==> src/rtl/rfb_pkg.sv <==
package rfb_pkg;

  // Largest payload that a frame may carry; longer requests saturate to it.
  localparam int MAX_PAYLOAD = 4096;

  localparam logic [7:0] SYNC_A         = 8'hF1;
  localparam logic [7:0] SYNC_B         = 8'h0E;
  localparam logic [7:0] XOR_SEED       = 8'hFF;
  localparam int         FRAME_OVERHEAD = 6;

  localparam int LEN_W   = 13;
  localparam int WIDE_W  = 17;
  localparam int TOTAL_W = 16;

  // Depth of the command queue between the front and the back part.
  localparam int CMD_DEPTH = 4;
  localparam int CMD_PTR_W = $clog2(CMD_DEPTH);
  localparam int CMD_CNT_W = $clog2(CMD_DEPTH + 1);

  typedef struct packed {
    logic [7:0]       payload_byte;
    logic [LEN_W-1:0] payload_len;
    logic [7:0]       message_id;
  } in_item_t;

  typedef struct packed {
    logic [7:0] frame_byte;
    logic       end_of_frame;
  } out_item_t;

  // One classified input item: everything the back part needs to emit
  // the bytes that this item causes.
  typedef struct packed {
    logic [7:0] payload_byte;
    logic [7:0] len_hi;
    logic [7:0] len_lo;
    logic [7:0] msg_id;
    logic [7:0] checksum;
    logic       is_first;
    logic       is_last;
  } cmd_t;

  // Byte slots of a frame in transmit order.
  typedef enum logic [2:0] {
    STEP_SYNC_A  = 3'd0,
    STEP_SYNC_B  = 3'd1,
    STEP_LEN_HI  = 3'd2,
    STEP_LEN_LO  = 3'd3,
    STEP_PAYLOAD = 3'd4,
    STEP_MSG_ID  = 3'd5,
    STEP_CSUM    = 3'd6
  } step_t;

endpackage

==> src/rtl/rfb_front.sv <==
module rfb_front (
  input  logic              clk,
  input  logic              rst_n,
  input  logic              accept,
  input  rfb_pkg::in_item_t in_item,
  output rfb_pkg::cmd_t     cmd
);
  import rfb_pkg::*;

  localparam logic [WIDE_W-1:0] MAX_LEN  = WIDE_W'(MAX_PAYLOAD);
  localparam logic [WIDE_W-1:0] OVERHEAD = WIDE_W'(FRAME_OVERHEAD);

  logic             in_packet_r, in_packet_nxt;
  logic [LEN_W-1:0] bytes_left_r, bytes_left_nxt;
  logic [7:0]       running_xor_r, running_xor_nxt;
  logic [7:0]       held_id_r, held_id_nxt;

  logic [WIDE_W-1:0]  len_ext;
  logic [TOTAL_W-1:0] total;
  logic [7:0]         xor_now;
  logic               last;

  always_comb begin
    len_ext = {{(WIDE_W-LEN_W){1'b0}}, in_item.payload_len};
    if (len_ext == '0) begin
      len_ext = WIDE_W'(1);
    end
    if (len_ext > MAX_LEN) begin
      len_ext = MAX_LEN;
    end
    total = TOTAL_W'(len_ext + OVERHEAD);

    in_packet_nxt   = in_packet_r;
    bytes_left_nxt  = bytes_left_r;
    running_xor_nxt = running_xor_r;
    held_id_nxt     = held_id_r;

    if (!in_packet_r) begin
      held_id_nxt    = in_item.message_id;
      xor_now        = XOR_SEED ^ total[15:8] ^ total[7:0] ^ in_item.payload_byte;
      bytes_left_nxt = len_ext[LEN_W-1:0] - LEN_W'(1);
      last           = (bytes_left_nxt == '0);
    end else begin
      xor_now        = running_xor_r ^ in_item.payload_byte;
      last           = (bytes_left_r == LEN_W'(1));
      bytes_left_nxt = bytes_left_r - LEN_W'(1);
    end

    // The trailer checksum also covers the message id.
    cmd.payload_byte = in_item.payload_byte;
    cmd.len_hi       = total[15:8];
    cmd.len_lo       = total[7:0];
    cmd.msg_id       = held_id_nxt;
    cmd.checksum     = xor_now ^ held_id_nxt;
    cmd.is_first     = !in_packet_r;
    cmd.is_last      = last;

    if (last) begin
      in_packet_nxt   = 1'b0;
      bytes_left_nxt  = '0;
      running_xor_nxt = XOR_SEED;
    end else begin
      in_packet_nxt   = 1'b1;
      running_xor_nxt = xor_now;
    end
  end

  always_ff @(posedge clk) begin
    if (!rst_n) begin
      in_packet_r   <= 1'b0;
      bytes_left_r  <= '0;
      running_xor_r <= XOR_SEED;
      held_id_r     <= '0;
    end else if (accept) begin
      in_packet_r   <= in_packet_nxt;
      bytes_left_r  <= bytes_left_nxt;
      running_xor_r <= running_xor_nxt;
      held_id_r     <= held_id_nxt;
    end
  end

endmodule

==> src/rtl/rfb_queue.sv <==
module rfb_queue (
  input  logic          clk,
  input  logic          rst_n,
  input  logic          push,
  input  rfb_pkg::cmd_t push_cmd,
  output logic          full,
  input  logic          pop,
  output logic          empty,
  output rfb_pkg::cmd_t head_cmd
);
  import rfb_pkg::*;

  localparam logic [CMD_PTR_W-1:0] LAST_PTR = CMD_PTR_W'(CMD_DEPTH - 1);
  localparam logic [CMD_CNT_W-1:0] DEPTH_CNT = CMD_CNT_W'(CMD_DEPTH);

  cmd_t                 slots_r [CMD_DEPTH];
  logic [CMD_PTR_W-1:0] wr_ptr_r, rd_ptr_r;
  logic [CMD_CNT_W-1:0] count_r;
  logic                 do_push, do_pop;

  assign full     = (count_r == DEPTH_CNT);
  assign empty    = (count_r == '0);
  assign do_push  = push && !full;
  assign do_pop   = pop && !empty;
  assign head_cmd = slots_r[rd_ptr_r];

  always_ff @(posedge clk) begin
    if (do_push) begin
      slots_r[wr_ptr_r] <= push_cmd;
    end
  end

  always_ff @(posedge clk) begin
    if (!rst_n) begin
      wr_ptr_r <= '0;
      rd_ptr_r <= '0;
      count_r  <= '0;
    end else begin
      if (do_push) begin
        wr_ptr_r <= (wr_ptr_r == LAST_PTR) ? '0 : wr_ptr_r + CMD_PTR_W'(1);
      end
      if (do_pop) begin
        rd_ptr_r <= (rd_ptr_r == LAST_PTR) ? '0 : rd_ptr_r + CMD_PTR_W'(1);
      end
      if (do_push && !do_pop) begin
        count_r <= count_r + CMD_CNT_W'(1);
      end else if (do_pop && !do_push) begin
        count_r <= count_r - CMD_CNT_W'(1);
      end
    end
  end

endmodule

==> src/rtl/rfb_back.sv <==
module rfb_back (
  input  logic               clk,
  input  logic               rst_n,
  input  logic               cmd_empty,
  input  rfb_pkg::cmd_t      head_cmd,
  output logic               cmd_pop,
  output logic               out_empty,
  input  logic               out_pop,
  output rfb_pkg::out_item_t out_item
);
  import rfb_pkg::*;

  step_t     step_r, step_nxt;
  logic      mid_r, mid_nxt;
  step_t     cur_step, first_step, last_step;
  logic      out_valid_r;
  out_item_t out_item_r;
  out_item_t emit_item;
  logic      room, advance;

  assign room      = !out_valid_r || out_pop;
  assign advance   = !cmd_empty && room;
  assign out_empty = !out_valid_r;
  assign out_item  = out_item_r;

  always_comb begin
    first_step = head_cmd.is_first ? STEP_SYNC_A : STEP_PAYLOAD;
    last_step  = head_cmd.is_last  ? STEP_CSUM   : STEP_PAYLOAD;
    cur_step   = mid_r ? step_r : first_step;

    emit_item.end_of_frame = 1'b0;
    unique case (cur_step)
      STEP_SYNC_A:  emit_item.frame_byte = SYNC_A;
      STEP_SYNC_B:  emit_item.frame_byte = SYNC_B;
      STEP_LEN_HI:  emit_item.frame_byte = head_cmd.len_hi;
      STEP_LEN_LO:  emit_item.frame_byte = head_cmd.len_lo;
      STEP_PAYLOAD: emit_item.frame_byte = head_cmd.payload_byte;
      STEP_MSG_ID:  emit_item.frame_byte = head_cmd.msg_id;
      STEP_CSUM: begin
        emit_item.frame_byte   = head_cmd.checksum;
        emit_item.end_of_frame = 1'b1;
      end
      default:      emit_item.frame_byte = head_cmd.payload_byte;
    endcase

    cmd_pop  = 1'b0;
    step_nxt = step_r;
    mid_nxt  = mid_r;
    if (advance) begin
      if (cur_step == last_step) begin
        cmd_pop = 1'b1;
        mid_nxt = 1'b0;
      end else begin
        step_nxt = step_t'(cur_step + 3'd1);
        mid_nxt  = 1'b1;
      end
    end
  end

  always_ff @(posedge clk) begin
    if (advance) begin
      out_item_r <= emit_item;
    end
  end

  always_ff @(posedge clk) begin
    if (!rst_n) begin
      step_r      <= STEP_SYNC_A;
      mid_r       <= 1'b0;
      out_valid_r <= 1'b0;
    end else begin
      step_r <= step_nxt;
      mid_r  <= mid_nxt;
      if (advance) begin
        out_valid_r <= 1'b1;
      end else if (out_pop) begin
        out_valid_r <= 1'b0;
      end
    end
  end

endmodule

==> src/rtl/response_frame_builder_core.sv <==
// Response frame builder. Payload bytes enter through a queue-style port:
// an item is taken on a clock edge with in_push high and in_full low, and
// in_item carries the byte plus the length and message id, which are only
// looked at on the first byte of a packet. Framed bytes leave through a
// second queue-style port: while out_empty is low, out_item holds the
// oldest byte, and it is taken on an edge with out_pop high.
// A first byte yields five bytes (F1, 0E, length high, length low, payload),
// a middle byte yields one, and the last byte adds the message id and the
// checksum, which carries end_of_frame. A one-byte packet yields seven.
// An item's first output byte passes the command queue, then the output
// register. That register emits one byte per cycle when not stalled, so
// middle bytes flow at one item per cycle; header and trailer bytes take
// output slots too, and the four-entry command queue fills and raises
// in_full during them. A stall on the output side holds the output register;
// the queue keeps accepting until it is full. Synchronous reset (rst_n low)
// empties the queue and the output register and leaves the block waiting
// for the first byte of a new packet, with the checksum seed back at FF.
module response_frame_builder_core (
  input  logic               clk,
  input  logic               rst_n,
  input  logic               in_push,
  output logic               in_full,
  input  rfb_pkg::in_item_t  in_item,
  output logic               out_empty,
  input  logic               out_pop,
  output rfb_pkg::out_item_t out_item
);
  import rfb_pkg::*;

  cmd_t new_cmd;
  cmd_t head_cmd;
  logic accept;
  logic cmd_empty;
  logic cmd_pop;

  // The front part only advances its packet state on an accepted item.
  assign accept = in_push && !in_full;

  rfb_front u_front (
    .clk     (clk),
    .rst_n   (rst_n),
    .accept  (accept),
    .in_item (in_item),
    .cmd     (new_cmd)
  );

  // Classified items wait here so that output stalls do not reach the
  // front until the queue is full.
  rfb_queue u_queue (
    .clk      (clk),
    .rst_n    (rst_n),
    .push     (accept),
    .push_cmd (new_cmd),
    .full     (in_full),
    .pop      (cmd_pop),
    .empty    (cmd_empty),
    .head_cmd (head_cmd)
  );

  // The back part walks each command through its byte slots.
  rfb_back u_back (
    .clk       (clk),
    .rst_n     (rst_n),
    .cmd_empty (cmd_empty),
    .head_cmd  (head_cmd),
    .cmd_pop   (cmd_pop),
    .out_empty (out_empty),
    .out_pop   (out_pop),
    .out_item  (out_item)
  );

endmodule
==> config.mk <==
export PLATFORM = sky130hd
export DESIGN_NAME = response_frame_builder_core
export DESIGN_NICKNAME = d
export VERILOG_FILES = /design/src/rtl/rfb_pkg.sv /design/src/rtl/rfb_front.sv /design/src/rtl/rfb_queue.sv /design/src/rtl/rfb_back.sv /design/src/rtl/response_frame_builder_core.sv
export SDC_FILE = /design/constraint.sdc
export NUM_CORES = 1
export LEC_CHECK = 0
export BUFFER_PORTS_ARGS = -buffer_cell sky130_fd_sc_hd__buf_2
export CAP_MARGIN = 20
export CORE_ASPECT_RATIO = 2
export CORE_MARGIN = 2
export CORE_UTILIZATION = 50
export CTS_CLUSTER_DIAMETER = 40
export DETAILED_ROUTE_END_ITERATION = 8
export PLACE_DENSITY = 0.76
export REMOVE_ABC_BUFFERS = 1
export SKIP_CTS_REPAIR_TIMING = 1
export SYNTH_ARGS = -nofsm -noshare
export SYNTH_HDL_FRONTEND = slang
export SYNTH_SLANG_ARGS = --single-unit
==> constraint.sdc <==
create_clock -name clk -period 4.2 [get_ports clk]
set_input_delay 0.42 -clock clk [delete_from_list [all_inputs] [get_ports clk]]
set_output_delay 0.42 -clock clk [all_outputs]
set_load 0.1 [all_outputs]
==> Word level (Yosys, flattened, before mapping) <==
Memory sizes are Yosys's and may differ from the RTL's. A register that Yosys moved wholly into a read port is not among the register bits.
Index checks and enable logic that the tools add are counted.
{ "classes": {"n_eq_ne": 10, "n_reduce_logical": 20, "add_sub_neg": 8, "n_lt_le_gt_ge": 1, "muxes": 27, "bitwise_logic": 6} }
{ "ops": {"columns": ["op", "count"], "rows": [
  ["two-way mux 13 bit", 4],
  ["one-hot mux 8 bit (6 select lines)", 1],
  ["bitwise XOR 8 bit", 4],
  ["logical NOT 13 bit", 2],
  ["subtractor 13 x 1 -> 13 bit (second input constant)", 2],
  ["two-way mux 8 bit", 3],
  ["adder 13 x 3 -> 14 bit (second input constant)", 1],
  ["== test 13 x 1 -> 1 bit (second input constant)", 1],
  ["greater-than comparator 13 bit (second input constant)", 1],
  ["two-way mux 3 bit", 4],
  ["two-way mux 1 bit", 10],
  ["two-way mux 2 bit", 5],
  ["== test 3 bit (second input constant)", 3],
  ["NOT 8 bit", 1],
  ["adder 3 x 1 -> 3 bit (second input constant)", 2],
  ["== test 3 x 2 -> 1 bit (second input constant)", 2],
  ["logical AND 1 bit", 6],
  ["logical NOT 1 bit", 6],
  ["logical NOT 3 bit", 2],
  ["adder 2 x 1 -> 2 bit (second input constant)", 2],
  ["== test 2 bit (second input constant)", 2],
  ["nonzero test 2 bit", 2],
  ["== test 3 x 1 -> 1 bit (second input constant)", 1],
  ["== test 3 bit", 1],
  ["4 further kinds", 4]
]} }
{ "word_totals": {"register_bits": 51, "elab_cells": 85, "mem_count": 1, "ram_bits": 160, "out_inout_bits": 11} }
{ "memory_table": {"columns": ["memory", "words", "word_bits", "rd", "rd_clocked_by_memory_dff", "write_ports", "line", "source"], "rows": [
  ["u_queue.slots_r", 4, 40, 1, 1, 1, "rfb_queue.sv:16", "cmd_t slots_r [CMD_DEPTH];"]
]} }

==> Depth between registers and ports, before layout <==
{ "depth": {"depth_word": 10, "mapped_depth": 14, "ltp_nobuf": 12} }

==> Cells and area by module <==
From an unflattened synthesis, not the netlist that was laid out.
{ "hier_totals": {"hier_cells": 761, "area_unflattened_um2": 10451.3} }
{ "by_module_without_submodules": {"columns": ["mod", "n_inst", "area_per_inst_um2", "cells_each", "seq_area_each_um2"], "rows": [
  ["rfb_queue", 1, 6593.8, 271, 5225.0],
  ["rfb_front", 1, 2839.0, 374, 600.6],
  ["rfb_back", 1, 1004.7, 115, 370.4],
  ["response_frame_builder_core", 1, 13.8, 1, 0.0]
]} }

==> Worst setup path after synthesis <==
OpenSTA, ideal clock, no wires.
{ "synth_timing": {"path_type": "register to register", "from": "reg u_queue.count_r[0]", "to": "mem u_queue.slots_r[0][0] (netlist bit) (enable)", "t_arrival_ps": 3845, "t_required_ps": 3759, "path_buffers": 1, "path_stages_with_launch": 6, "setup_time_ps": 441, "slack_ps": -86, "cell_sequence": "dfxtp_1 nor3b_1 nand2b_1 inv_1 clkbuf_1 and2_1"} }
{ "synth_via": {"elab_chain_len": 6} }
{ "synth_lines": {"columns": ["element", "line", "source"], "rows": [
  ["start: declaration", "rfb_queue.sv:18", "logic [CMD_CNT_W-1:0] count_r;"],
  ["start signal: assignment", "rfb_queue.sv:46", "count_r <= count_r + CMD_CNT_W'(1);"],
  ["start signal: assignment", "rfb_queue.sv:48", "count_r <= count_r - CMD_CNT_W'(1);"],
  ["== test 3 bit", "rfb_queue.sv:21", "assign full = (count_r == DEPTH_CNT);"],
  ["net in_full", "response_frame_builder_core.sv:22", "output logic in_full,"],
  ["logical NOT 1 bit", "response_frame_builder_core.sv:37", "assign accept = in_push && !in_full;"],
  ["logical AND 1 bit", "response_frame_builder_core.sv:37", null],
  ["net accept", "response_frame_builder_core.sv:32", "logic accept;"],
  ["logical AND 1 bit", "rfb_queue.sv:23", "assign do_push = push && !full;"],
  ["two-way mux 1 bit", "rfb_queue.sv:28", "if (do_push) begin"],
  ["two-way mux 1 bit (implied by the code)", "rfb_queue.sv:29", "slots_r[wr_ptr_r] <= push_cmd;"],
  ["end: declaration", "rfb_queue.sv:16", null]
]} }
The timed path passes the listed nets, and every way through them passes these cells.

==> Worst setup path after layout <==
{ "layout_timing": {"from": "in in_item[16] (netlist bit)", "to": "reg u_front.running_xor_r[4]"} }
{ "layout_via": {"elab_chain_len": 10, "word_cells_on_any_way": 13, "classes_between": "2 x add/sub; 1 x order compare; 5 x mux; 3 x bitwise; 2 x reduce/logical"} }
{ "layout_lines": {"columns": ["element", "line", "source"], "rows": [
  ["start: declaration", "response_frame_builder_core.sv:23", "input rfb_pkg::in_item_t in_item,"],
  ["logical NOT 13 bit", "rfb_front.sv:25", "if (len_ext == '0) begin"],
  ["two-way mux 13 bit *", "rfb_front.sv:25", null],
  ["greater-than comparator 13 bit", "rfb_front.sv:28", "if (len_ext > MAX_LEN) begin"],
  ["two-way mux 13 bit *", "rfb_front.sv:28", null],
  ["adder 13 x 3 -> 14 bit", "rfb_front.sv:31", "total = TOTAL_W'(len_ext + OVERHEAD);"],
  ["NOT 8 bit (no line)", null, null],
  ["bitwise XOR 8 bit (2 in series)", "rfb_front.sv:40", "xor_now = XOR_SEED ^ total[15:8] ^ total[7:0] ^ in_item.payload_byte;"],
  ["two-way mux 8 bit", "rfb_front.sv:38", "if (!in_packet_r) begin"],
  ["two-way mux 8 bit *", "rfb_front.sv:58", "if (last) begin"],
  ["end signal: assignment", "rfb_front.sv:77", "running_xor_r <= running_xor_nxt;"],
  ["end: declaration", "rfb_front.sv:15", "logic [7:0] running_xor_r, running_xor_nxt;"]
]} }
Mark *: on every way between the ends. The rest lies on a longest branch, timed or not.
A chain may end at the register's enable or synchronous reset.

==> metrics.md <==
| Metric | Value |
|---|---|
| Largest area contributor in the netlist | edfxtp_1 |
| Post-synth top flop | edfxtp_1 |
| Crit-path max FO | 15 |
| LEAKAGE | 3.82 nW |
| Share of flip-flops with an asynchronous set or reset | 0 |
| Initial core utilization | 0.505 |
| Final instance area | 10900 sq um |
| Final WS setup | 0.808 ns |
| Clock sink total | 213 |
| Height of the die | 201 microns |
| Fmax achieved | 295 MHz |
| Max-cap viol count | 0 |
| Drt wl/cell | 24.0 microns |
| EDFF count, synth | 169 |
| Max incr delay on CP | 0.68 ns |
| Slowest stage cell, crit path | or4_1 |
| Placed Cells | 995 |
| Crit start category | input port |
| Routability congestion estimate | 0.939 |
| RSZ-0062 raised after global routing | false |
| Share of cells above drive strength 1 | 0.218 |
| Clock Root Buffer | clkbuf_16 |
| Hold Path Class | input port to flop |
| Sequential share of the synthesized area | 0.614 |
| Post-route insts no fill | 1029 |
| Multi-input gate area | 3520 sq um |
| Count leader, synth | edfxtp_1 |
| Run status | finished, final reports clean |
| Post-synth cell types | 64 |
| Worst-path cell chain | buf_2, or4_1, nor3_4, o21a_1, inv_1, ha_1, o21ai_0, o22a_1, a32o_1, a21oi_1, buf_4, nor4_2, o32a_1 |
| Min Tclk post-route | 3.39 ns |
| Vias in the first global route | 6554 |
| Register area | 5960 sq um |
| Overall Global Routing Usage | 0.247 |
| Post-DP HPWL | 17300 microns |
| Peak VDD IR | 0.000491 V |
| Vias per std cell | 5.99 |
| Core outline area | 19200 sq um |
| Dpl ws | 0.308 ns |
| Net count reported at finish | 808 |
| Row count | 72 |
| Critical path class | input port to flop |
| Gate Count Post-Synth | 705 |
| WHS | 0.189 ns |
| TritonCTS Buffers | 19 |
| Post-synth top cells | edfxtp_1 (169), nand2_1 (70), dfxtp_1 (44), mux4_2 (40), nor2_1 (37) |
| Placed inst area | 10300 sq um |
| Synth Cell Area | 9700 sq um |
| # IOs | 44 |
| Critical Path AT | 3.82 ns |
| Pwr dens | 606 nW/um^2 |
| Worst setup EP type | flop |
| DIE WIDTH | 102 microns |
| Fillers | 1509 |
| Worst-margin pin slew | 0.912 ns |
| CTS tree | yes |
| Slew Viols, Final | 0 |
| Antenna Nets Post-Route | 0 |
| #FFs+latches synth | 213 |
| 1st-iter DRT viols | 524 |
| Routed vias | 6159 |
| H-tree levels | 1 |
| Clock Path Buffers | 3 |
| Initial antenna violation count | 2 |
| Final cycle utilization of the critical path | 0.808 |
| Global-route wire length before repair | 37600 microns |
| Synth top area share | 0.523 |
| Slew headroom | 0.389 |
| Synth-to-Final Area Change | 12.6% |
| Router iterations before antenna repair | 5 |
| Clock Pin Slew Worst Setup and Hold Paths | 0.07 ns |
| Final setup TNS | 0 ns |
| Hold Violations, Final | 0 |
| DRC viols | 0 |
| Clock Skew | 0.00880 ns |
| Syn Area/Cell | 13.8 sq um |
| Worst Path Required | 4.62 ns |
| Largest net degree at the start of global routing | 43 |
| Final Setup Violations | 0 |
| Synth top area cells | edfxtp_1 (52%), mux4_2 (9.3%), dfxtp_1 (9.1%), nand2_1 (2.7%), ha_1 (2.2%) |
| Grt ovf | 0 |
| Total Die Area | 20600 sq um |
| Synth Warn # | 0 |
| Worst-Skew Late Latency | 0.48 ns |
| Post-Route WL | 24700 microns |
| Buffers on Ports | 43 |
area by class of cell:
class                           count  share of cell area
Antenna cell                        1            0.000229
Clock buffer                       24              0.0490
Clock inverter                      9             0.00985
Inverter                           21             0.00722
Multi-Input combinational cell    435               0.322
Sequential cell                   213               0.545
Tap cell                          259              0.0297
Timing Repair Buffer               67              0.0362
cells by family after synthesis:
family / after synthesis / synth area share
adder cells (fa/ha/maj): 18 / 0.0240
AO/OA/AOI/OAI: 110 / 0.0780
other: 1 / 0.000387
AND/OR/NAND/NOR: 204 / 0.109
multiplexers: 60 / 0.115
flip-flops: 213 / 0.614
XOR/XNOR: 39 / 0.0352
buffers and inverters: 60 / 0.0246
routing by layer:
| layer | GRT usage | share of wire |
|---|---|---|
| met1 | 0.259 | 0.33 |
| met5 | 0 | 0 |
| met2 | 0.446 | 0.55 |
| met4 | 0.157 | 0.073 |
| met3 | 0.0324 | 0.046 |
layout by cell type (no fill, tap or decap), drive strengths merged, types with 3 or more instances in the layout:
cell | netlist | final
a31oi | 10 | 10
nand2b | 3 | 3
o211ai | 3 | 3
mux4 | 40 | 40
a22o | 4 | 4
or4 | 7 | 7
nor2b | 9 | 9
nor4 | 13 | 13
xnor2 | 23 | 23
a21boi | 4 | 4
nor3 | 15 | 15
clkinv | 1 | 5
edfxtp | 169 | 169
nor3b | 9 | 9
clkbuf | 28 | 24
buf | 11 | 67
o22ai | 5 | 5
ha | 17 | 17
nand3 | 14 | 14
o21a | 4 | 4
and2 | 8 | 8
dfxtp | 44 | 44
o211a | 3 | 3
conb | 1 | 4
nand4 | 8 | 8
nor2 | 37 | 37
nand4b | 3 | 3
o31ai | 4 | 4
nand2 | 70 | 70
inv | 20 | 21
mux2i | 10 | 10
o21ai | 27 | 27
mux2 | 10 | 10
a21oi | 19 | 19
a32oi | 3 | 3
and3 | 4 | 4
xor2 | 16 | 16
a31o | 3 | 3
o32a | 4 | 4
metrics by stage:
stage	utilization	total power, W
after floorplan	-	0.00429
after global placement	0.536	0.00479
after detailed placement	0.536	0.00488
after CTS	0.569	0.00666
after global routing	0.569	0.00688
final	0.569	0.00662
power breakdown:
group	total [W]	internal (W)	leakage (nW)	switching (W)
Combinational	0.00200	0.000650	1.59	0.00135
Clock	0.00179	0.00103	0.312	0.000753
Sequential	0.00284	0.00270	1.92	0.000140
Total	0.00662	0.00438	3.82	0.00224
sequential cells by signal, summed over array words and instances, names as in the netlist, named ones only:
signal	cells
u_back.step_r	3
u_queue.rd_ptr_r	2
u_queue.count_r	3
u_front.bytes_left_r	13
u_front.in_packet_r	1
u_back.out_item	9
u_queue.slots_r	160
u_back.out_valid_r	1
u_front.running_xor_r	8
u_back.mid_r	1
u_front.held_id_r	8
u_queue.wr_ptr_r	2
worst paths after layout:
path / start / to / slack, ns / depth (start not counted)
max: in_item[16] / u_front.running_xor_r[4] / 0.81 / 13
min: in_item[23] / u_queue.slots_r[2][36] / 0.19 / 1
max reg2reg: flop / u_queue.count_r[2] / 0.85 / 12
min reg2reg: u_front.running_xor_r[7] / u_front.running_xor_r[7] / 0.48 / 1
worst max-delay path: cells and delay by family:
kind	cells	cell delay, ns
compound gates	6	1.13
fa+ha+maj	1	0.33
buf+inv	3	0.43
simple gates	3	1.51
No activity file was read; power rests on OpenSTA's default activity.
